===== src/vpc_pkg.sv =====
`default_nettype none
// ----------------------------------------------------------------------------
// vpc_pkg
// Shared types and constants for the video processor host port: port codes,
// operation codes, the classified item that travels from front to back.
// ----------------------------------------------------------------------------
package vpc_pkg;

  // video memory
  localparam int VRAM_BYTES_DEF = 131072;
  localparam int ADDR_W         = 17;

  // queue between front and back
  localparam int QUEUE_DEPTH = 2;
  localparam int QPTR_W      = $clog2(QUEUE_DEPTH);
  localparam int QCNT_W      = $clog2(QUEUE_DEPTH + 1);

  // decoded ports
  localparam logic [7:0] PORT_VRAM    = 8'h98;
  localparam logic [7:0] PORT_CTRL    = 8'h99;
  localparam logic [7:0] PORT_PALETTE = 8'h9A;
  localparam logic [7:0] PORT_INDIR   = 8'h9B;

  // open-bus read value
  localparam logic [7:0] OPEN_BUS = 8'hFF;

  // register indexes that the port logic looks at
  localparam logic [5:0] REG_MODE1   = 6'd1;
  localparam logic [5:0] REG_ADDR_HI = 6'd14;
  localparam logic [5:0] REG_STATSEL = 6'd15;
  localparam logic [5:0] REG_PALPTR  = 6'd16;
  localparam logic [5:0] REG_INDPTR  = 6'd17;

  // second control byte codes in bits 7..6
  localparam logic [1:0] CTRL_REG_WRITE = 2'b10;
  localparam logic [1:0] CTRL_ADDR_WR   = 2'b01;

  // mode register bits
  localparam int M1_IRQ_EN  = 5;
  localparam int M1_DISP_EN = 6;

  // operation codes on the input channel
  typedef enum logic [1:0] {
    OP_READ  = 2'd0,
    OP_WRITE = 2'd1,
    OP_FRAME = 2'd2,
    OP_NONE  = 2'd3
  } op_t;

  // classified item kinds
  typedef enum logic [3:0] {
    K_NOP,
    K_RD_VRAM,
    K_RD_STAT,
    K_RD_OPEN,
    K_WR_VRAM,
    K_WR_CTRL,
    K_WR_PAL,
    K_WR_IND,
    K_FRAME
  } kind_t;

  typedef struct packed {
    kind_t      kind;
    logic [7:0] data;
  } item_t;

endpackage : vpc_pkg
`default_nettype wire


===== src/vpc_front.sv =====
`default_nettype none
// ----------------------------------------------------------------------------
// vpc_front
// Accepts host items and classifies them by operation and port into the
// kinds the back end carries out.
// ----------------------------------------------------------------------------
module vpc_front (
  input  wire logic          in_valid,
  input  wire logic [1:0]    in_operation,
  input  wire logic [7:0]    in_port,
  input  wire logic [7:0]    in_write_data,
  input  wire logic          busy,
  input  wire logic          q_full,
  output logic               in_stall,
  output logic               push,
  output vpc_pkg::item_t     item
);
  import vpc_pkg::*;

  // hold off while the back end clears memory or the queue is full
  assign in_stall = busy | q_full;
  assign push     = in_valid & ~in_stall;

  // classify
  always_comb begin
    item.data = in_write_data;
    item.kind = K_NOP;
    unique case (op_t'(in_operation))
      OP_READ: begin
        priority if (in_port == PORT_VRAM) item.kind = K_RD_VRAM;
        else if (in_port == PORT_CTRL)     item.kind = K_RD_STAT;
        else                               item.kind = K_RD_OPEN;
      end
      OP_WRITE: begin
        priority if (in_port == PORT_VRAM) item.kind = K_WR_VRAM;
        else if (in_port == PORT_CTRL)     item.kind = K_WR_CTRL;
        else if (in_port == PORT_PALETTE)  item.kind = K_WR_PAL;
        else if (in_port == PORT_INDIR)    item.kind = K_WR_IND;
        else                               item.kind = K_NOP;
      end
      OP_FRAME: item.kind = K_FRAME;
      OP_NONE:  item.kind = K_NOP;
    endcase
  end

endmodule : vpc_front
`default_nettype wire


===== config.mk =====
export PLATFORM = sky130hd
export DESIGN_NAME = vpc_front
export DESIGN_NICKNAME = d
export VERILOG_FILES = /design/src/vpc_pkg.sv /design/src/vpc_front.sv
export SDC_FILE = /design/constraint.sdc
export NUM_CORES = 1
export LEC_CHECK = 0
export BUFFER_PORTS_ARGS = -buffer_cell sky130_fd_sc_hd__buf_2
export CORE_AREA = 2 2 39 41
export DETAILED_ROUTE_END_ITERATION = 16
export DIE_AREA = 0 0 41 43
export PLACE_DENSITY = 0.55
export REMOVE_ABC_BUFFERS = 1
export SYNTH_ARGS = -nofsm -noshare
export SYNTH_HDL_FRONTEND = slang
export SYNTH_SLANG_ARGS = --single-unit

===== constraint.sdc =====
create_clock -name vclk -period 1.15
set_clock_uncertainty 0.15 [all_clocks]
set_input_delay 0.115 -clock vclk [all_inputs]
set_output_delay 0.115 -clock vclk [all_outputs]
set_load 0.01 [all_outputs]

==> flow_metrics.py <==
metrics = {
    "yosys": {
        "synth_cell_types": 13,
        "yosysTopAreaCell": "buf_4",
        "synthTopCellsByArea": "buf_4 (37%), nor2_1 (12%), and4bb_1 (7.7%)",
        "seq_area_frac_synth": 0,
        "avgSynthCellArea_um2": 6.78,
        "synth_cells": 24,
        "yosysTopAreaCellShare": 0.369,
        "ys_warn_count": 0,
        "syn_area_um2": 163,
    },
    "finish": {
        "seq_area_um2": 0,
        "seq_cells": 0,
        "most-common-layout-cells": "buf_2 (17), nor2_1 (5), buf_6 (2)",
        "syn_to_final_growth_pct": 51.5,
        "num_antenna_cells": 0,
        "final_net_count": 59,
        "layout_commonest_cell": "buf_2",
        "n_clock_buffer": 0,
        "drive_gt1_frac": 0.639,
        "fin_area_um2": 246,
    },
    "sta": {
        "fin_crit_sh": 1.13,
        "fmax_mhz": 772,
        "worstMarginPinSlew_ps": 126,
        "setup-tns-final_ps": -343,
        "slew_violations": 0,
        "whs_ps": 80.1,
        "hold_viol": 0,
        "max_slew_margin": 0.916,
        "rsz0062_at_grt": "yes",
        "fin_ws_ps": -145,
        "min_period_ps": 1290,
        "setup_viol": 3,
    },
    "setup_path": {
        "critical_path.max_fanout": 2,
        "arrival_ps": 1030,
        "critPathLaunchType": "input port",
        "path_class": "input port to output port",
        "crit_required_ps": 880,
        "crit_path_end_kind": "output port",
        "worstSetupStartpoint": "in_port[5]",
    },
    "pwr": {
        "peakVddDrop_v": 0.0000484,
        "p_int_mw": 0.0388,
        "switching_power_mw": 0.0252,
        "power_density_nw_per_um2": 259,
        "clockPowerShare": 0,
        "total_power_mw": 0.0640,
        "seqPwrFrac": 0,
        "p_leak_nw": 0.132,
        "swShare": 0.394,
        "share_comb_of_total_power": 1.000,
    },
    "route": {
        "drc": 0,
        "routedWlPerCell_um": 8.92,
        "via_per_inst": 3.94,
        "via_count": 205,
        "wl_um": 464,
        "dr.first_iter.drc_count": 5,
        "dr.pass1.iters": 2,
        "ant_nets": 0,
    },
    "worst_hold_path": {
        "min_from": "in_write_data[1]",
        "hold_class": "input port to output port",
    },
    "floorplan": {
        "fp.coreArea_um2": 1380,
        "dieHeight_um": 43,
        "die_width_um": 41,
        "initial_core_util": 0.118,
        "row_count": 14,
        "dieArea_um2": 1760,
        "io_pins": 35,
    },
    "placement": {
        "pre_cts_ws_ps": -201,
        "place_congestion": 0.504,
        "hpwl_um": 379,
        "place_area_um2": 218,
        "port_buffers": 19,
    },
    "global_route": {
        "grt_pass1_vias": 190,
        "grt_max_degree": 6,
        "grtUsageTotal": 0.0509,
        "antenna_found_initial": 0,
        "grt-ovfl-total": 0,
        "grt_pass1_wl_um": 676,
    },
    "flow_run": {
        "cap_violations": 0,
    },
    "run_status": {
        "outcome": "finished with violations",
        "violations": "negative setup slack",
    },
    "cts": {
        "postCtsHoldBufs": 0,
    },
}
==> stage by stage <==
stage / utilization / std cells
floorplan: - / 16
global placement: 0.157 / 51
detailed placement: 0.157 / 51
CTS: 0.178 / 52
global route: 0.178 / 52
finish: 0.178 / 52
==> cells in the mapped netlist (all sizes together) <==
library cell,instances
and4bb,1
buf,8
inv,1
mux2,1
nand2b,1
nand3,1
nand3b,1
nand4b,1
nor2,5
nor2b,1
nor3b,1
o2bb2ai,1
or2,1
==> layer usage <==
metal / vias to the layer above / wire, um / part of all wire / track usage
met2: 20 / 210 / 0.45 / 0.0813
met3: 0 / 103 / 0.22 / 0.0576
met5: - / 0 / 0 / 0
met4: 0 / 0 / 0 / 0
li1: 97 / - / - / -
met1: 88 / 150 / 0.32 / 0.0443
==> worst max-delay path: stages <==
cell and delay [ps]:
buf_6 90, and4bb_1 270, nand4b_1 120, mux2_4 320, buf_6 120
==> timing repair <==
item,in CTS,in global routing
setup buffers,1,0
pin swaps,3,0
setup endpoints to repair,3,3
gates resized for setup,4,0
==> path summary, 6_finish.rpt <==
path       to  slack, ps  cells after the start
max   item[8]       -140                      5
min   item[1]         80                      0
==> layout make-up <==
class | count | area (um2)
inverter | 1 | 3.75
timing repair buffer | 20 | 115
fill | 158 | 1140
multi-input combinational | 15 | 108
tap | 16 | 20.0
==> cell families after synthesis <==
| group | share of synthesized area |
|---|---|
| buf+inv | 0.392 |
| mux | 0.0692 |
| compound gates | 0.0539 |
| simple gates | 0.485 |
==> power by group through the flow <==
stage,Clock (mW),Sequential (mW),Combinational (mW)
floorplan,0,0,0.0216
global placement,0,0,0.0544
detailed placement,0,0,0.0560
CTS,0,0,0.0643
global route,0,0,0.0719
finish,0,0,0.0640
No activity file was read; power rests on OpenSTA's default activity.
