### config.mk
export PLATFORM = sky130hd
export DESIGN_NAME = vpc_queue
export DESIGN_NICKNAME = d
export VERILOG_FILES = /design/src/vpc_pkg.sv /design/src/vpc_queue.sv
export SDC_FILE = /design/constraint.sdc
export NUM_CORES = 1
export LEC_CHECK = 0
export ABC_AREA = 1
export BUFFER_PORTS_ARGS = -buffer_cell sky130_fd_sc_hd__buf_2
export CAP_MARGIN = 20
export CORE_MARGIN = 8
export CORE_UTILIZATION = 30
export DETAILED_ROUTE_END_ITERATION = 10
export PLACE_DENSITY = 0.6
export SLEW_MARGIN = 40
export SYNTH_ARGS = -nofsm -noshare
export SYNTH_HDL_FRONTEND = slang
export SYNTH_SLANG_ARGS = --single-unit
### constraint.sdc
create_clock -name clk -period 1.2 [get_ports clk]
set_input_delay 0.12 -clock clk [delete_from_list [all_inputs] [get_ports clk]]
set_output_delay 0.12 -clock clk [all_outputs]
set_load 0.02 [all_outputs]
### src/vpc_pkg.sv
`default_nettype none
// ----------------------------------------------------------------------------
// vpc_pkg
// Shared types and constants for the video processor host port: port codes,
// operation codes, the classified item that travels from front to back.
// ----------------------------------------------------------------------------
package vpc_pkg;

  // video memory
  localparam int VRAM_BYTES_DEF = 131072;
  localparam int ADDR_W         = 17;

  // queue between front and back
  localparam int QUEUE_DEPTH = 2;
  localparam int QPTR_W      = $clog2(QUEUE_DEPTH);
  localparam int QCNT_W      = $clog2(QUEUE_DEPTH + 1);

  // decoded ports
  localparam logic [7:0] PORT_VRAM    = 8'h98;
  localparam logic [7:0] PORT_CTRL    = 8'h99;
  localparam logic [7:0] PORT_PALETTE = 8'h9A;
  localparam logic [7:0] PORT_INDIR   = 8'h9B;

  // open-bus read value
  localparam logic [7:0] OPEN_BUS = 8'hFF;

  // register indexes that the port logic looks at
  localparam logic [5:0] REG_MODE1   = 6'd1;
  localparam logic [5:0] REG_ADDR_HI = 6'd14;
  localparam logic [5:0] REG_STATSEL = 6'd15;
  localparam logic [5:0] REG_PALPTR  = 6'd16;
  localparam logic [5:0] REG_INDPTR  = 6'd17;

  // second control byte codes in bits 7..6
  localparam logic [1:0] CTRL_REG_WRITE = 2'b10;
  localparam logic [1:0] CTRL_ADDR_WR   = 2'b01;

  // mode register bits
  localparam int M1_IRQ_EN  = 5;
  localparam int M1_DISP_EN = 6;

  // operation codes on the input channel
  typedef enum logic [1:0] {
    OP_READ  = 2'd0,
    OP_WRITE = 2'd1,
    OP_FRAME = 2'd2,
    OP_NONE  = 2'd3
  } op_t;

  // classified item kinds
  typedef enum logic [3:0] {
    K_NOP,
    K_RD_VRAM,
    K_RD_STAT,
    K_RD_OPEN,
    K_WR_VRAM,
    K_WR_CTRL,
    K_WR_PAL,
    K_WR_IND,
    K_FRAME
  } kind_t;

  typedef struct packed {
    kind_t      kind;
    logic [7:0] data;
  } item_t;

endpackage : vpc_pkg
`default_nettype wire

### src/vpc_queue.sv
`default_nettype none
// ----------------------------------------------------------------------------
// vpc_queue
// Short item queue between front and back so each side can stall on its own.
// ----------------------------------------------------------------------------
module vpc_queue (
  input  wire logic          clk,
  input  wire logic          rst_n,
  input  wire logic          push,
  input  wire vpc_pkg::item_t push_item,
  input  wire logic          pop,
  output logic               full,
  output logic               q_valid,
  output vpc_pkg::item_t     head
);
  import vpc_pkg::*;

  item_t             slot_r [QUEUE_DEPTH];
  logic [QPTR_W-1:0] wr_ptr_r, wr_ptr_nxt;
  logic [QPTR_W-1:0] rd_ptr_r, rd_ptr_nxt;
  logic [QCNT_W-1:0] count_r, count_nxt;

  assign full    = (count_r == QCNT_W'(QUEUE_DEPTH));
  assign q_valid = (count_r != '0);
  assign head    = slot_r[rd_ptr_r];

  // pointer and count update
  always_comb begin
    wr_ptr_nxt = wr_ptr_r;
    rd_ptr_nxt = rd_ptr_r;
    count_nxt  = count_r;
    if (push) begin
      wr_ptr_nxt = (wr_ptr_r == QPTR_W'(QUEUE_DEPTH - 1)) ? '0 : wr_ptr_r + 1'b1;
    end
    if (pop) begin
      rd_ptr_nxt = (rd_ptr_r == QPTR_W'(QUEUE_DEPTH - 1)) ? '0 : rd_ptr_r + 1'b1;
    end
    unique case ({push, pop})
      2'b10:   count_nxt = count_r + 1'b1;
      2'b01:   count_nxt = count_r - 1'b1;
      default: count_nxt = count_r;
    endcase
  end

  always_ff @(posedge clk) begin
    if (!rst_n) begin
      wr_ptr_r <= '0;
      rd_ptr_r <= '0;
      count_r  <= '0;
    end else begin
      wr_ptr_r <= wr_ptr_nxt;
      rd_ptr_r <= rd_ptr_nxt;
      count_r  <= count_nxt;
    end
  end

  // payload storage
  always_ff @(posedge clk) begin
    if (push) begin
      slot_r[wr_ptr_r] <= push_item;
    end
  end

endmodule : vpc_queue
`default_nettype wire

==> out/results.ini <==
[detailed_routing]
totalWireLength_microns = 2080
routedWlPerCell_microns = 12.9
drt-vias-per-instance = 4.15
drt_iter0_markers = 7
first_pass_iters = 3
drtAntennaViolNets = 0
vias = 668
drc = 0

[layout]
drive_above_1_share_pct = 47.8
final_area_sq_um = 1600
layout.nets = 129
n_fill_cell = 347
syn2layout_area_growth_pct = 41.2
final_cell_count_no_fill = 161
antennaDiodeCount = 0
fin_util_pct = 43.9

[clock_network]
clock_path_buffers = 2
clkLatencyLatePin_ns = 0.27
hold_buffers = 0
numCtsBuffers = 5
root_buffer = clkbuf_8
tritoncts = built
path_clk_slew_ns = 0.06
clock_sinks = 29
htreeDepth = 2

[place]
io_buffers = 29
place_ws_ns = 0.0381
detailed_place_hpwl_microns = 1530
place_inst = 151
gp_congestion = 0.599
dpl_cell_area_sq_um = 1380

[die]
die_x_microns = 77.4
die_area_sq_um = 5990
ios = 30
core_sq_um = 3630
dieHeight_microns = 77.4
start_util_pct = 31.1
placementRows = 22

[min_path]
hold_class = in -> reg
hold_depth = 1
hold_path.startpoint = push_item[9]

[sta]
hold_viol_final = 0
hold_ws_ns = 0.0345
drv_slew = 0
max_freq_mhz = 735
fin_ws_ns = -0.161
rsz0062_at_grt = yes
finalCriticalPeriod_ns = 1.36
finalCritPeriodShare_pct = 113
relSlewSlack_pct = 88.1
worst_pin_slew_ns = 0.176
setup_viol = 12
clock_skew_ns = 0.00437
setup_tns_ns = -1.65

[worst_setup_path]
slowest_delay_ns = 0.39
path_class = reg -> out
crit_fanout = 5
worst_path_max_delay_cell = dfxtp_4
ff2ff_path_depth = 3
cp_cell_sequence = clkbuf_16 > mux2_4 > buf_6
path_delay_family = flip-flops
crit_required_ns = 1.08
critPathBufInv = 2
cp-end-kind = primary output
arrival_ns = 1.24
crit_cells = 3
start_kind = register
r2r-start = wr_ptr_r

[outcome]
status = finished, violations left
violations = negative setup slack

[power_and_ir_drop]
netSwitchingPower_uw = 528
p_clk_share_pct = 37.7
peakVddDrop_v = 0.000954
power.total_mw = 2.49
p_sw_share_pct = 21.2
p_leak_nw = 0.676
p_int_mw = 1.96
powerDensity_nw_per_um2 = 1560
pwr-share-seq_pct = 47.4
combPwrFrac_pct = 14.9

[logic_synthesis]
ys_ff_latch = 29
syn_nets = 89
avgSynthCellArea_sq_um = 15.7
synth-xor-area-share_pct = 0
postSynthCellCount = 72
synthDistinctLibCells = 12
ys_warn_count = 0
synth_top_family_by_area = multiplexers
synth-compound-area-share_pct = 0.885
synthAdderAreaFrac_pct = 1.11
synth-simple-area-share_pct = 7.19
muxShareOfSynthArea_pct = 15.3
ys_seq_area_share_pct = 72.6
syn_area_sq_um = 1130

[grt]
grt_max_degree = 13
grt_pass1_wl_microns = 3460
grt_pass1_vias = 732
antenna_found_initial = 0
grt_overflow = 0
track_usage_pct = 7.77

[run]
cap_violations = 0

cell usage after synthesis (all sizes together):
library cell   n  area [sq um]
inv            6          22.5
edfxtp        24           721
nand2          9          33.8
a21oi          1          5.00
ha             1          12.5
mux2          12           173
nand4          1          6.26
buf            1          11.3
dfxtp          5           100
nor2          11          41.3
o21ai          1          5.00
layout by cell type, fill, tap and decap left out, types with 2 or more instances in the layout:
master	synthesis	layout
buf_2	0	17
edfxtp_1	24	24
dfxtp_1	5	4
inv_1	6	6
buf_6	1	12
nor2_1	11	10
buf_4	0	2
mux2_4	10	11
clkbuf_8	0	5
buf_12	0	2
nand2_1	9	9
power by group through the flow:
stage	combinational (mW)	clock, mW	sequential, mW
2_1_floorplan	0.196	0	1.19
3_3_place_gp	0.301	0	1.20
3_5_place_dp	0.311	0	1.20
4_1_cts	0.341	0.971	1.18
5_1_grt	0.402	1.01	1.19
6_report	0.372	0.939	1.18
sequential cells by signal, indices dropped and copies added, names as in the netlist, named ones only:
name	count
slot_r	24
count_r	2
rd_ptr_r	1
wr_ptr_r	1
layout make-up:
class | count | area [sq um] | share of cell area (%)
clock buffer | 6 | 72.6 | 4.55
clock inverter | 2 | 33.8 | 2.12
inverter | 6 | 22.5 | 1.41
multi-input combinational | 36 | 283 | 17.7
sequential | 29 | 825 | 51.6
tap | 48 | 60.1 | 3.76
timing repair buffer | 34 | 300 | 18.8
worst reg2reg max path, cell delays in order, from the launching register on:
cell	delay, ns
dfxtp_1	0.36
nand2_1	0.08
inv_1	0.09
buf_12	0.14
timing repair:
action | 4_1_cts | 5_1_grt
gates cloned | 0 | 1
pin swaps | 0 | 0
setup buffers | 1 | 0
setup endpoints to repair | 12 | 12
resized for setup | 14 | 13
final timing paths:
kind         slack, ns            to
min               0.03  slot_r[1][9]
min reg2reg       0.50      rd_ptr_r
max reg2reg       0.24  slot_r[1][5]
max              -0.16       head[8]
kinds of logic (layout without fill, tap and decap cells):
kind of cell,count (synthesis),count (layout)
AO/OA/AOI/OAI,2,2
adder cells (fa/ha/maj),1,1
buffers and inverters,7,48
flip-flops,29,29
multiplexers,12,12
AND/OR/NAND/NOR,21,21
per-layer routing:
| layer | global-route usage (%) | wire length (microns) | part of all wire, % |
|---|---|---|---|
| met1 | 7.17 | 833 | 40 |
| met2 | 12.0 | 1010 | 49 |
| met3 | 6.34 | 222 | 11 |
| met4 | 3.96 | 11 | 0.53 |
| met5 | 0 | 0 | 0 |
Note: power is estimated with default switching activity, not from simulation.
