File: config.mk
export PLATFORM = sky130hd
export DESIGN_NAME = vpc_back
export DESIGN_NICKNAME = d
export VERILOG_FILES = /design/src/vpc_pkg.sv /design/src/vpc_back.sv
export SDC_FILE = /design/constraint.sdc
export NUM_CORES = 1
export LEC_CHECK = 0
export BUFFER_PORTS_ARGS = -buffer_cell sky130_fd_sc_hd__buf_2
export CELL_PAD_IN_SITES_DETAIL_PLACEMENT = 1
export CELL_PAD_IN_SITES_GLOBAL_PLACEMENT = 2
export CORE_MARGIN = 5
export CORE_UTILIZATION = 38
export CTS_CLUSTER_DIAMETER = 40
export DETAILED_ROUTE_END_ITERATION = 10
export GPL_TIMING_DRIVEN = 0
export PLACE_DENSITY_LB_ADDON = 0.25
export SLEW_MARGIN = 5
export SYNTH_ARGS = -nofsm -noshare
export SYNTH_HDL_FRONTEND = slang
export SYNTH_SLANG_ARGS = --single-unit
export TNS_END_PERCENT = 20
File: constraint.sdc
create_clock -name clk -period 5.7 [get_ports clk]
set_input_delay 1.14 -clock clk [delete_from_list [all_inputs] [get_ports clk]]
set_output_delay 1.14 -clock clk [all_outputs]
set_load 0.03 [all_outputs]
File: src/vpc_pkg.sv
`default_nettype none
// ----------------------------------------------------------------------------
// vpc_pkg
// Shared types and constants for the video processor host port: port codes,
// operation codes, the classified item that travels from front to back.
// ----------------------------------------------------------------------------
package vpc_pkg;

  // video memory
  localparam int VRAM_BYTES_DEF = 131072;
  localparam int ADDR_W         = 17;

  // queue between front and back
  localparam int QUEUE_DEPTH = 2;
  localparam int QPTR_W      = $clog2(QUEUE_DEPTH);
  localparam int QCNT_W      = $clog2(QUEUE_DEPTH + 1);

  // decoded ports
  localparam logic [7:0] PORT_VRAM    = 8'h98;
  localparam logic [7:0] PORT_CTRL    = 8'h99;
  localparam logic [7:0] PORT_PALETTE = 8'h9A;
  localparam logic [7:0] PORT_INDIR   = 8'h9B;

  // open-bus read value
  localparam logic [7:0] OPEN_BUS = 8'hFF;

  // register indexes that the port logic looks at
  localparam logic [5:0] REG_MODE1   = 6'd1;
  localparam logic [5:0] REG_ADDR_HI = 6'd14;
  localparam logic [5:0] REG_STATSEL = 6'd15;
  localparam logic [5:0] REG_PALPTR  = 6'd16;
  localparam logic [5:0] REG_INDPTR  = 6'd17;

  // second control byte codes in bits 7..6
  localparam logic [1:0] CTRL_REG_WRITE = 2'b10;
  localparam logic [1:0] CTRL_ADDR_WR   = 2'b01;

  // mode register bits
  localparam int M1_IRQ_EN  = 5;
  localparam int M1_DISP_EN = 6;

  // operation codes on the input channel
  typedef enum logic [1:0] {
    OP_READ  = 2'd0,
    OP_WRITE = 2'd1,
    OP_FRAME = 2'd2,
    OP_NONE  = 2'd3
  } op_t;

  // classified item kinds
  typedef enum logic [3:0] {
    K_NOP,
    K_RD_VRAM,
    K_RD_STAT,
    K_RD_OPEN,
    K_WR_VRAM,
    K_WR_CTRL,
    K_WR_PAL,
    K_WR_IND,
    K_FRAME
  } kind_t;

  typedef struct packed {
    kind_t      kind;
    logic [7:0] data;
  } item_t;

endpackage : vpc_pkg
`default_nettype wire

File: src/vpc_back.sv
`default_nettype none
// ----------------------------------------------------------------------------
// vpc_back
// Carries out classified items: VRAM access with read-ahead, control and
// palette sequences, indirect register writes, status and interrupt. Also
// runs the VRAM clearing pass after reset and holds the result register.
// ----------------------------------------------------------------------------
module vpc_back #(
  parameter int VRAM_BYTES = vpc_pkg::VRAM_BYTES_DEF
) (
  input  wire logic                          clk,
  input  wire logic                          rst_n,
  input  wire logic                          q_valid,
  input  wire vpc_pkg::item_t                head,
  output logic                               pop,
  output logic                               busy,
  // vram port
  output logic                               ram_we,
  output logic                               ram_re,
  output logic [$clog2(VRAM_BYTES)-1:0]      ram_addr,
  output logic [7:0]                         ram_wdata,
  input  wire logic [7:0]                    ram_rdata,
  // result channel
  output logic                               out_valid,
  input  wire logic                          out_stall,
  output logic [7:0]                         out_read_data,
  output logic                               out_irq_level,
  output logic                               out_palette_written,
  output logic [3:0]                         out_palette_slot,
  output logic [8:0]                         out_palette_color
);
  import vpc_pkg::*;

  localparam int AW = $clog2(VRAM_BYTES);

  // clearing pass
  logic          clearing_r;
  logic [AW-1:0] clr_addr_r;

  // port state
  logic [7:0]        r1_r, r1_nxt;
  logic [7:0]        r14_r, r14_nxt;
  logic [7:0]        r15_r, r15_nxt;
  logic [7:0]        r16_r, r16_nxt;
  logic [7:0]        r17_r, r17_nxt;
  logic              frame_f_r, frame_f_nxt;
  logic              irq_r, irq_nxt;
  logic [ADDR_W-1:0] addr_r, addr_nxt;
  logic [7:0]        ctrl_latch_r, ctrl_latch_nxt;
  logic              ctrl_second_r, ctrl_second_nxt;
  logic [7:0]        ra_r, ra_nxt;
  logic              ra_ram_r, ra_ram_nxt;
  logic [7:0]        pal_first_r, pal_first_nxt;
  logic              pal_phase_r, pal_phase_nxt;

  // result register
  logic       out_valid_r;
  logic [7:0] rd_data_r, rd_data_nxt;
  logic       pal_wr_r, pal_wr_nxt;
  logic [3:0] pal_slot_r, pal_slot_nxt;
  logic [8:0] pal_color_r, pal_color_nxt;

  // execute scratch
  logic              fire;
  logic [7:0]        ra_eff;
  logic              reg_we;
  logic [5:0]        reg_idx;
  logic [7:0]        reg_val;
  logic              b_we, b_re;
  logic [AW-1:0]     b_addr;
  logic [ADDR_W-1:0] ctrl_addr;
  logic [3:0]        pal_slot;
  logic [5:0]        ind_reg;

  assign busy = clearing_r;
  assign fire = q_valid & ~clearing_r & (~out_valid_r | ~out_stall);
  assign pop  = fire;

  // read-ahead byte is in the ram output register after a prefetch
  assign ra_eff    = ra_ram_r ? ram_rdata : ra_r;
  assign ctrl_addr = {r14_r[2:0], head.data[5:0], ctrl_latch_r};
  assign pal_slot  = r16_r[3:0];
  assign ind_reg   = r17_r[5:0];

  // item execution
  always_comb begin
    r1_nxt          = r1_r;
    r14_nxt         = r14_r;
    r15_nxt         = r15_r;
    r16_nxt         = r16_r;
    r17_nxt         = r17_r;
    frame_f_nxt     = frame_f_r;
    irq_nxt         = irq_r;
    addr_nxt        = addr_r;
    ctrl_latch_nxt  = ctrl_latch_r;
    ctrl_second_nxt = ctrl_second_r;
    ra_nxt          = ra_r;
    ra_ram_nxt      = ra_ram_r;
    pal_first_nxt   = pal_first_r;
    pal_phase_nxt   = pal_phase_r;
    rd_data_nxt     = '0;
    pal_wr_nxt      = 1'b0;
    pal_slot_nxt    = '0;
    pal_color_nxt   = '0;
    reg_we          = 1'b0;
    reg_idx         = '0;
    reg_val         = '0;
    b_we            = 1'b0;
    b_re            = 1'b0;
    b_addr          = addr_r[AW-1:0];

    unique case (head.kind)
      K_RD_VRAM: begin
        rd_data_nxt     = ra_eff;
        b_re            = 1'b1;
        ra_ram_nxt      = 1'b1;
        addr_nxt        = addr_r + 1'b1;
        ctrl_second_nxt = 1'b0;
      end
      K_RD_STAT: begin
        if (r15_r[3:0] == 4'd0) begin
          rd_data_nxt = {frame_f_r, 7'd0};
          frame_f_nxt = 1'b0;
          irq_nxt     = 1'b0;
        end
        ctrl_second_nxt = 1'b0;
      end
      K_RD_OPEN: rd_data_nxt = OPEN_BUS;
      K_WR_VRAM: begin
        b_we            = 1'b1;
        ra_nxt          = head.data;
        ra_ram_nxt      = 1'b0;
        addr_nxt        = addr_r + 1'b1;
        ctrl_second_nxt = 1'b0;
      end
      K_WR_CTRL: begin
        if (!ctrl_second_r) begin
          ctrl_latch_nxt  = head.data;
          ctrl_second_nxt = 1'b1;
        end else begin
          ctrl_second_nxt = 1'b0;
          if (head.data[7:6] == CTRL_REG_WRITE) begin
            reg_we  = 1'b1;
            reg_idx = head.data[5:0];
            reg_val = ctrl_latch_r;
          end else if (head.data[7:6] == CTRL_ADDR_WR) begin
            addr_nxt = ctrl_addr;
          end else begin
            // address set with prefetch
            b_re       = 1'b1;
            b_addr     = ctrl_addr[AW-1:0];
            ra_ram_nxt = 1'b1;
            addr_nxt   = ctrl_addr + 1'b1;
          end
        end
      end
      K_WR_PAL: begin
        if (!pal_phase_r) begin
          pal_first_nxt = head.data;
          pal_phase_nxt = 1'b1;
        end else begin
          pal_phase_nxt = 1'b0;
          pal_wr_nxt    = 1'b1;
          pal_slot_nxt  = pal_slot;
          pal_color_nxt = {pal_first_r[6:4], head.data[2:0], pal_first_r[2:0]};
          r16_nxt       = {r16_r[7:4], pal_slot + 1'b1};
        end
      end
      K_WR_IND: begin
        reg_we  = (ind_reg != REG_INDPTR);
        reg_idx = ind_reg;
        reg_val = head.data;
        if (!r17_r[7]) begin
          r17_nxt = {r17_r[7:6], ind_reg + 1'b1};
        end
      end
      K_FRAME: begin
        if (r1_r[M1_DISP_EN]) begin
          frame_f_nxt = 1'b1;
          if (r1_r[M1_IRQ_EN]) irq_nxt = 1'b1;
        end
      end
      K_NOP: ;
      default: ;
    endcase

    // register file write
    if (reg_we) begin
      unique case (reg_idx)
        REG_MODE1: begin
          r1_nxt = reg_val;
          if (reg_val[M1_IRQ_EN] && frame_f_r) irq_nxt = 1'b1;
        end
        REG_ADDR_HI: r14_nxt = reg_val;
        REG_STATSEL: r15_nxt = reg_val;
        REG_PALPTR:  r16_nxt = reg_val;
        REG_INDPTR:  r17_nxt = reg_val;
        default: ;
      endcase
    end
  end

  // vram port: clearing pass or item access
  always_comb begin
    if (clearing_r) begin
      ram_we    = 1'b1;
      ram_re    = 1'b0;
      ram_addr  = clr_addr_r;
      ram_wdata = '0;
    end else begin
      ram_we    = fire & b_we;
      ram_re    = fire & b_re;
      ram_addr  = b_addr;
      ram_wdata = head.data;
    end
  end

  // control state
  always_ff @(posedge clk) begin
    if (!rst_n) begin
      clearing_r    <= 1'b1;
      clr_addr_r    <= '0;
      r1_r          <= '0;
      r14_r         <= '0;
      r15_r         <= '0;
      r16_r         <= '0;
      r17_r         <= '0;
      frame_f_r     <= 1'b0;
      irq_r         <= 1'b0;
      addr_r        <= '0;
      ctrl_latch_r  <= '0;
      ctrl_second_r <= 1'b0;
      ra_r          <= '0;
      ra_ram_r      <= 1'b0;
      pal_first_r   <= '0;
      pal_phase_r   <= 1'b0;
      out_valid_r   <= 1'b0;
    end else begin
      if (clearing_r) begin
        if (clr_addr_r == AW'(VRAM_BYTES - 1)) clearing_r <= 1'b0;
        clr_addr_r <= clr_addr_r + 1'b1;
      end
      if (fire) begin
        r1_r          <= r1_nxt;
        r14_r         <= r14_nxt;
        r15_r         <= r15_nxt;
        r16_r         <= r16_nxt;
        r17_r         <= r17_nxt;
        frame_f_r     <= frame_f_nxt;
        irq_r         <= irq_nxt;
        addr_r        <= addr_nxt;
        ctrl_latch_r  <= ctrl_latch_nxt;
        ctrl_second_r <= ctrl_second_nxt;
        ra_r          <= ra_nxt;
        ra_ram_r      <= ra_ram_nxt;
        pal_first_r   <= pal_first_nxt;
        pal_phase_r   <= pal_phase_nxt;
        out_valid_r   <= 1'b1;
      end else if (!out_stall) begin
        out_valid_r <= 1'b0;
      end
    end
  end

  // result payload
  always_ff @(posedge clk) begin
    if (fire) begin
      rd_data_r   <= rd_data_nxt;
      pal_wr_r    <= pal_wr_nxt;
      pal_slot_r  <= pal_slot_nxt;
      pal_color_r <= pal_color_nxt;
    end
  end

  assign out_valid           = out_valid_r;
  assign out_read_data       = rd_data_r;
  assign out_irq_level       = irq_r;
  assign out_palette_written = pal_wr_r;
  assign out_palette_slot    = pal_slot_r;
  assign out_palette_color   = pal_color_r;

endmodule : vpc_back
`default_nettype wire

==> results of run 1 <==
==> critical path: stages <==
cell and delay, ps:
buf_2 150, and4b_1 250, clkbuf_1 240, nand2b_1 160
nor3_1 150, buf_2 290, buf_4 280, mux2i_1 120
o21ai_0 330, buf_2 270
==> worst min-delay path by stage <==
stage | depth (start not counted) | to | slack [ps]
after global routing | 2 | r15_r[0] | 490
after floorplan | 2 | r15_r[2] | 430
final | 2 | r15_r[2] | 460
after detailed placement | 2 | r15_r[2] | 450
after global placement | 2 | r15_r[3] | 440
after CTS | 2 | r15_r[2] | 460
==> registers in the layout (all words and copies together), names as in the netlist, 2 cells and up <==
name,flops
clr_addr_r,17
out_palette_slot,4
r15_r,4
out_palette_color,9
addr_r,17
out_read_data,8
r1_r,2
r17_r,7
ra_r,8
pal_first_r,6
r14_r,3
r16_r,4
ctrl_latch_r,8
==> metrics by stage <==
step / utilization / std cells
final: 0.4491 / 1045
after global routing: 0.4491 / 1045
after CTS: 0.4491 / 1045
after detailed placement: 0.4300 / 1029
after global placement: 0.4299 / 1029
after floorplan: - / 739
==> cells by family after synthesis <==
family	after synthesis	share of synthesized area
flip-flops	105	0.3722
AO/OA/AOI/OAI	150	0.1621
adder cells (fa/ha/maj)	10	0.02006
AND/OR/NAND/NOR	322	0.2748
XOR/XNOR	29	0.04071
multiplexers	52	0.08343
buffers and inverters	71	0.04673
==> area by class of cell <==
cell class / count / area [um2] / share of cell area
Multi-Input combinational cell: 563 / 3625 / 0.5044
Timing Repair Buffer: 74 / 370.4 / 0.05154
Inverter: 16 / 60.06 / 0.008358
Buffer: 55 / 232.7 / 0.03239
Tap cell: 216 / 270.3 / 0.03761
Sequential cell: 105 / 2322 / 0.3232
Clock inverter: 7 / 80.08 / 0.01114
Clock buffer: 9 / 225.2 / 0.03134
==> cells in the mapped netlist, drive strengths merged (4+ instances only) <==
| master | number |
|---|---|
| a211oi | 13 |
| a21oi | 24 |
| a31oi | 15 |
| a32oi | 5 |
| and2 | 18 |
| and4 | 6 |
| buf | 15 |
| clkbuf | 40 |
| dfxtp | 83 |
| edfxtp | 22 |
| ha | 10 |
| inv | 15 |
| mux2i | 52 |
| nand2 | 80 |
| nand2b | 10 |
| nand3 | 21 |
| nand3b | 4 |
| nand4 | 21 |
| nand4b | 8 |
| nor2 | 76 |
| nor2b | 15 |
| nor3 | 17 |
| nor4 | 17 |
| o211ai | 10 |
| o21ai | 38 |
| o31a | 5 |
| o31ai | 4 |
| or3 | 7 |
| or4 | 6 |
| xnor2 | 12 |
| xor2 | 17 |
==> report_power, final <==
group / internal (mW) / switching (mW)
Clock: 0.313 / 0.339
Sequential: 0.758 / 0.00369
Combinational: 0.0291 / 0.0772
==> per-layer routing <==
layer / vias up / wire, um / track usage
met3: 48 / 1175 / 0.05034
met1: 3046 / 9930 / 0.2997
li1: 2870 / - / -
met2: 203 / 11330 / 0.4065
met4: 0 / 810 / 0.09880
met5: - / 0 / 0
==> metrics.txt, run 1 <==
status completed; commonest non-fill, non-tap cell in the layout dfxtp_1; max-slew violations 0; PostCTS Resize Cnt 0; Global Route Usage Sum 0.2408; Final Total Pwr 1.520 mW; grt ovf 0; fin crit period 4527 ps; WL/cell 22.25 um; Layout Nets 858; effective utilization at floorplan 0.3899; R2R setup slack 3080 ps; Seq/Total Area, Yosys 0.3722; Area Overhead vs Synth 15.18%; Warnings, synthesis 0; relative slew slack 0.2940; Setup WS post-layout 1173 ps; clk_lat worst skew 370 ps; Mapped Avg Cell Area 8.442 um2; #FFs+latches synth 105; Clock Skew 16.69 ps; crit path from head[11]; DIE WIDTH 138.1 um; pin count of the biggest net entering global routing 33; r2r startpoint r17_r[2]; Post-CTS Hold Fix Bufs 0; Synth async-reset ratio 0; die area 19,080 um2; Synth area leader dfxtp_1; initial DRC count 467; Gate Count Post-Synth 739; ANT cells 0; Final ANT Viol Nets 0; core area 16,000 um2; Slew @ Worst Pin 1051 ps; initial antenna violation count 0; Top FF cell, synth dfxtp_1; dpl hpwl 17.28 mm; die height 138.1 um; Setup CP Type in -> out; number of global-route vias before repair 6,576; Power per Cell Area 211.6 nW/um2; num ports 77; Min Hold Slack 458.0 ps; maxcap violations 0; CP arrival 3390 ps; CP endpoint ram_addr[11]; post-synth top area share 0.2663; RSZ-0062 raised after global routing no; H-Tree Depth 3; CP Launch Type input port; Hold Path Class reg -> reg; # clock sinks 105; fill cell count 1,985; Clock Tree Root clkbuf_16; Highest Clock Rate 220.9 MHz; row count 46; dpl ws 1205 ps; Synth cell types 73; global-route wire length before repair 36.89 mm; Crit path required time 4560 ps; Syn Nets 773; clk buf depth 2; DR vias 6,167; Setup Viol. Count Final 0; Placed Instance Area 6880 um2; Final Cell Area 7186 um2; Max IR drop VDD 144.0 uV; Worst Reg-to-Reg Cells 5; DRC violations left 0; Post-Route WL 23.25 mm; top cells by area, synth dfxtp_1 (27%), edfxtp_1 (11%), mux2i_1 (8.3%); Crit Path Max Fanout 10; Clock Pin Slew Worst Setup and Hold Paths 80 ps; mapped cell area 6238 um2; Vias/cell 5.901; hold wc startpoint r15_r[2]; DRT Pass-1 Iters 5; Post-synth EDFFs 22; setup TNS 0 ps; final period utilization 0.7942; most frequent cells in the layout dfxtp_1 (83), buf_2 (81), nand2_1 (80), nor2_1 (76), mux2i_1 (52); PortBufs 74; Worst R2R End r17_r[4]; CTS tree done; ratio of cells with drive above 1 in the final layout 0.1387; postcts setup bufs 0; routability cong. 0.8781; Leakage 2.481 nW; Setup crit end kind output port; Hold Violations, Final 0; CTS buffer count 9
Note: power is estimated with default switching activity, not from simulation.
==> inputs of run 2 (changes only) <==
--- a/config.mk
+++ b/config.mk
@@ -9,7 +9,7 @@
 export CELL_PAD_IN_SITES_DETAIL_PLACEMENT = 1
 export CELL_PAD_IN_SITES_GLOBAL_PLACEMENT = 2
 export CORE_MARGIN = 5
-export CORE_UTILIZATION = 38
+export CORE_UTILIZATION = 35
 export CTS_CLUSTER_DIAMETER = 40
 export DETAILED_ROUTE_END_ITERATION = 10
 export GPL_TIMING_DRIVEN = 0
==> constraint.sdc (replaced) <==
create_clock -name clk -period 4.3 [get_ports clk]
set_input_delay 0.86 -clock clk [delete_from_list [all_inputs] [get_ports clk]]
set_output_delay 0.86 -clock clk [all_outputs]
set_load 0.03 [all_outputs]
==> run 2 against run 1 <==
Via count down 1.1%. Critical endpoint unchanged. Worst hold slack about the same. First-iteration DRC count down 15%. Global-route usage down 1.2 points. Cell area about the same. Flip-flop and latch count unchanged. Critical path depth unchanged. Register-to-register slack worse by 1300 ps. Count of clock-buffer cells in the layout up 1. Total power up 31%.
==> metrics.txt, run 2 (synthesized netlist as in run 1, its figures left out) <==
status completed; R2R setup slack 1800 ps (-1280 ps); Hold Path Depth 2 (unchanged); maxcap violations 0 (unchanged); clk_lat worst skew 360 ps (about the same); Sw Share 0.2656 (-0.01045); Comb pwr share 0.071 (about the same); Setup crit end kind output port; Clock Skew 9.055 ps (-7.633 ps); Non-Filler Instances 1,054 (+0.86%); ratio of cells with drive above 1 in the final layout 0.1387 (unchanged); Power per Cell Area 277.6 nW/um2 (+31%); DRT Pass-1 Iters 5 (unchanged); Layout Nets 858 (unchanged); commonest non-fill, non-tap cell in the layout dfxtp_1; Final ANT Viol Nets 0 (unchanged); Post-CTS Hold Fix Bufs 0 (unchanged); Worst Hold End r15_r[0]; # clock sinks 105 (unchanged); most frequent cells in the layout dfxtp_1 (83), buf_2 (81), nand2_1 (80), nor2_1 (76), mux2i_1 (52); Crit Path Max Fanout 10 (unchanged); pin count of the biggest net entering global routing 33 (unchanged); Clock Tree Root clkbuf_16; PostCTS Resize Cnt 0 (unchanged); CP arrival 3110 ps (-280 ps); Worst Reg-to-Reg Cells 6 (+1); placed cell count 1,038 (+0.87%); ANT cells 0 (unchanged); DR vias 6,102 (-1.1%); row count 48 (+4.3%); RSZ-0062 raised after global routing no; Vias/cell 5.789 (-1.9%); routability cong. 0.8916 (+1.5%); Seq pwr share 0.506 (+0.005); Setup Viol. Count Final 0 (unchanged); WL/cell 22.19 um (-0.27%); Hold Violations, Final 0 (unchanged); grt ovf 0 (unchanged); effective utilization at floorplan 0.3582 (-0.03171); Highest Clock Rate 251.9 MHz; Final Cell Area 7191 um2 (about the same); cell-internal power 1.466 mW (+33%); Leakage 2.476 nW (-0.21%); initial antenna violation count 0 (unchanged); Slew @ Worst Pin 986.6 ps (-64.33 ps); fill cell count 2,132 (+7.4%); PortBufs 74 (unchanged); hold wc startpoint r15_r[0]; Global Route Usage Sum 0.2291 (-0.01167); die height 143.5 um (+3.9%); Hold Path Class reg -> reg; number of global-route vias before repair 6,483 (-1.4%); setup TNS 0 ps (unchanged); initial DRC count 399 (-15%); Area Overhead vs Synth 15.26% (about the same); r2r startpoint busy; relative slew slack 0.3372 (+0.04322); Final Total Pwr 1.996 mW (+31%); Post-Route WL 23.39 mm (+0.59%); Clock Pin Slew Worst Setup and Hold Paths 80 ps (about the same); CTS buffer count 9 (unchanged); clk buf depth 2 (unchanged); CP Launch Type input port; clock network fraction of design power 0.424 (-0.005); H-Tree Depth 3 (unchanged); Placed Instance Area 6892 um2 (+0.16%); max-slew violations 0 (unchanged); CTS tree done; core area 17,420 um2 (+8.9%); num ports 77 (unchanged); Worst R2R End r17_r[1]; final period utilization 0.9234; postcts setup bufs 0 (unchanged); die area 20,590 um2 (+7.9%); Max IR drop VDD 191.6 uV (+33%); dpl hpwl 17.40 mm (+0.72%); Setup CP Type in -> out; fin crit period 3970 ps; Min Hold Slack 458.2 ps (+0.1470 ps); P_sw 530.3 uW (+26%); Crit path required time 3440 ps (-1120 ps); DRC violations left 0 (unchanged); global-route wire length before repair 36.50 mm (-1.0%); DIE WIDTH 143.5 um (+3.9%)
run 2: cell count changes in the layout (fill, tap and decap cells not counted), sizes merged:
| cell | before | now |
|---|---|---|
| clkinv | 4 | 2 |
| clkinvlp | 1 | 2 |
| clkbuf | 49 | 50 |
run 2: how the worst max path moves through the flow:
stage	end	slack [ps]	depth (start not counted)	startpoint
2_1_floorplan	ram_re	310	5	out_stall
3_3_place_gp	pop	60	6	out_stall
3_5_place_dp	ram_re	320	7	out_stall
4_1_cts	ram_re	320	7	out_stall
5_1_grt	ram_addr[14]	190	10	head[11]
6_report	ram_addr[11]	330	10	head[11]
run 2: cell type report:
class                   instances  area [um2]  area share
plain buffers                  55       232.7     0.03236
clock buffers                  10       239.0     0.03323
clock inverters                 6       60.06    0.008352
inverters                      16       60.06    0.008352
multi-input cells             563        3625      0.5041
flip-flops and latches        105        2322      0.3230
well taps                     225       281.5     0.03915
repair buffers                 74       370.4     0.05151
run 2: worst max-delay path, stage by stage:
cell	delay, ps
buf_2	150
and4b_1	240
clkbuf_1	290
nand2b_1	190
nor3_1	150
buf_2	320
buf_4	280
mux2i_1	100
o21ai_0	260
buf_2	250
run 2: power groups by stage:
stage | clock (mW) | combinational (mW) | sequential [mW]
floorplan | 0 | 0.0768 | 1.03
global placement | 0 | 0.137 | 1.03
detailed placement | 0 | 0.139 | 1.03
CTS | 0.871 | 0.141 | 1.01
global route | 0.906 | 0.151 | 1.01
finish | 0.846 | 0.141 | 1.01
run 2: routing by layer:
layer  vias up  track usage  share of wire
met4         0      0.09861          0.036
met5         -            0              0
li1       2885            -              -
met3        56      0.02762          0.042
met2       170       0.3874           0.48
met1      2991       0.2949           0.44
run 2: through the flow:
step	setup WS, ps	util
final	329.6	0.4129
after global placement	57.83	0.3956
after global routing	188.5	0.4129
after floorplan	305.7	-
after CTS	315.1	0.4129
after detailed placement	318.4	0.3957
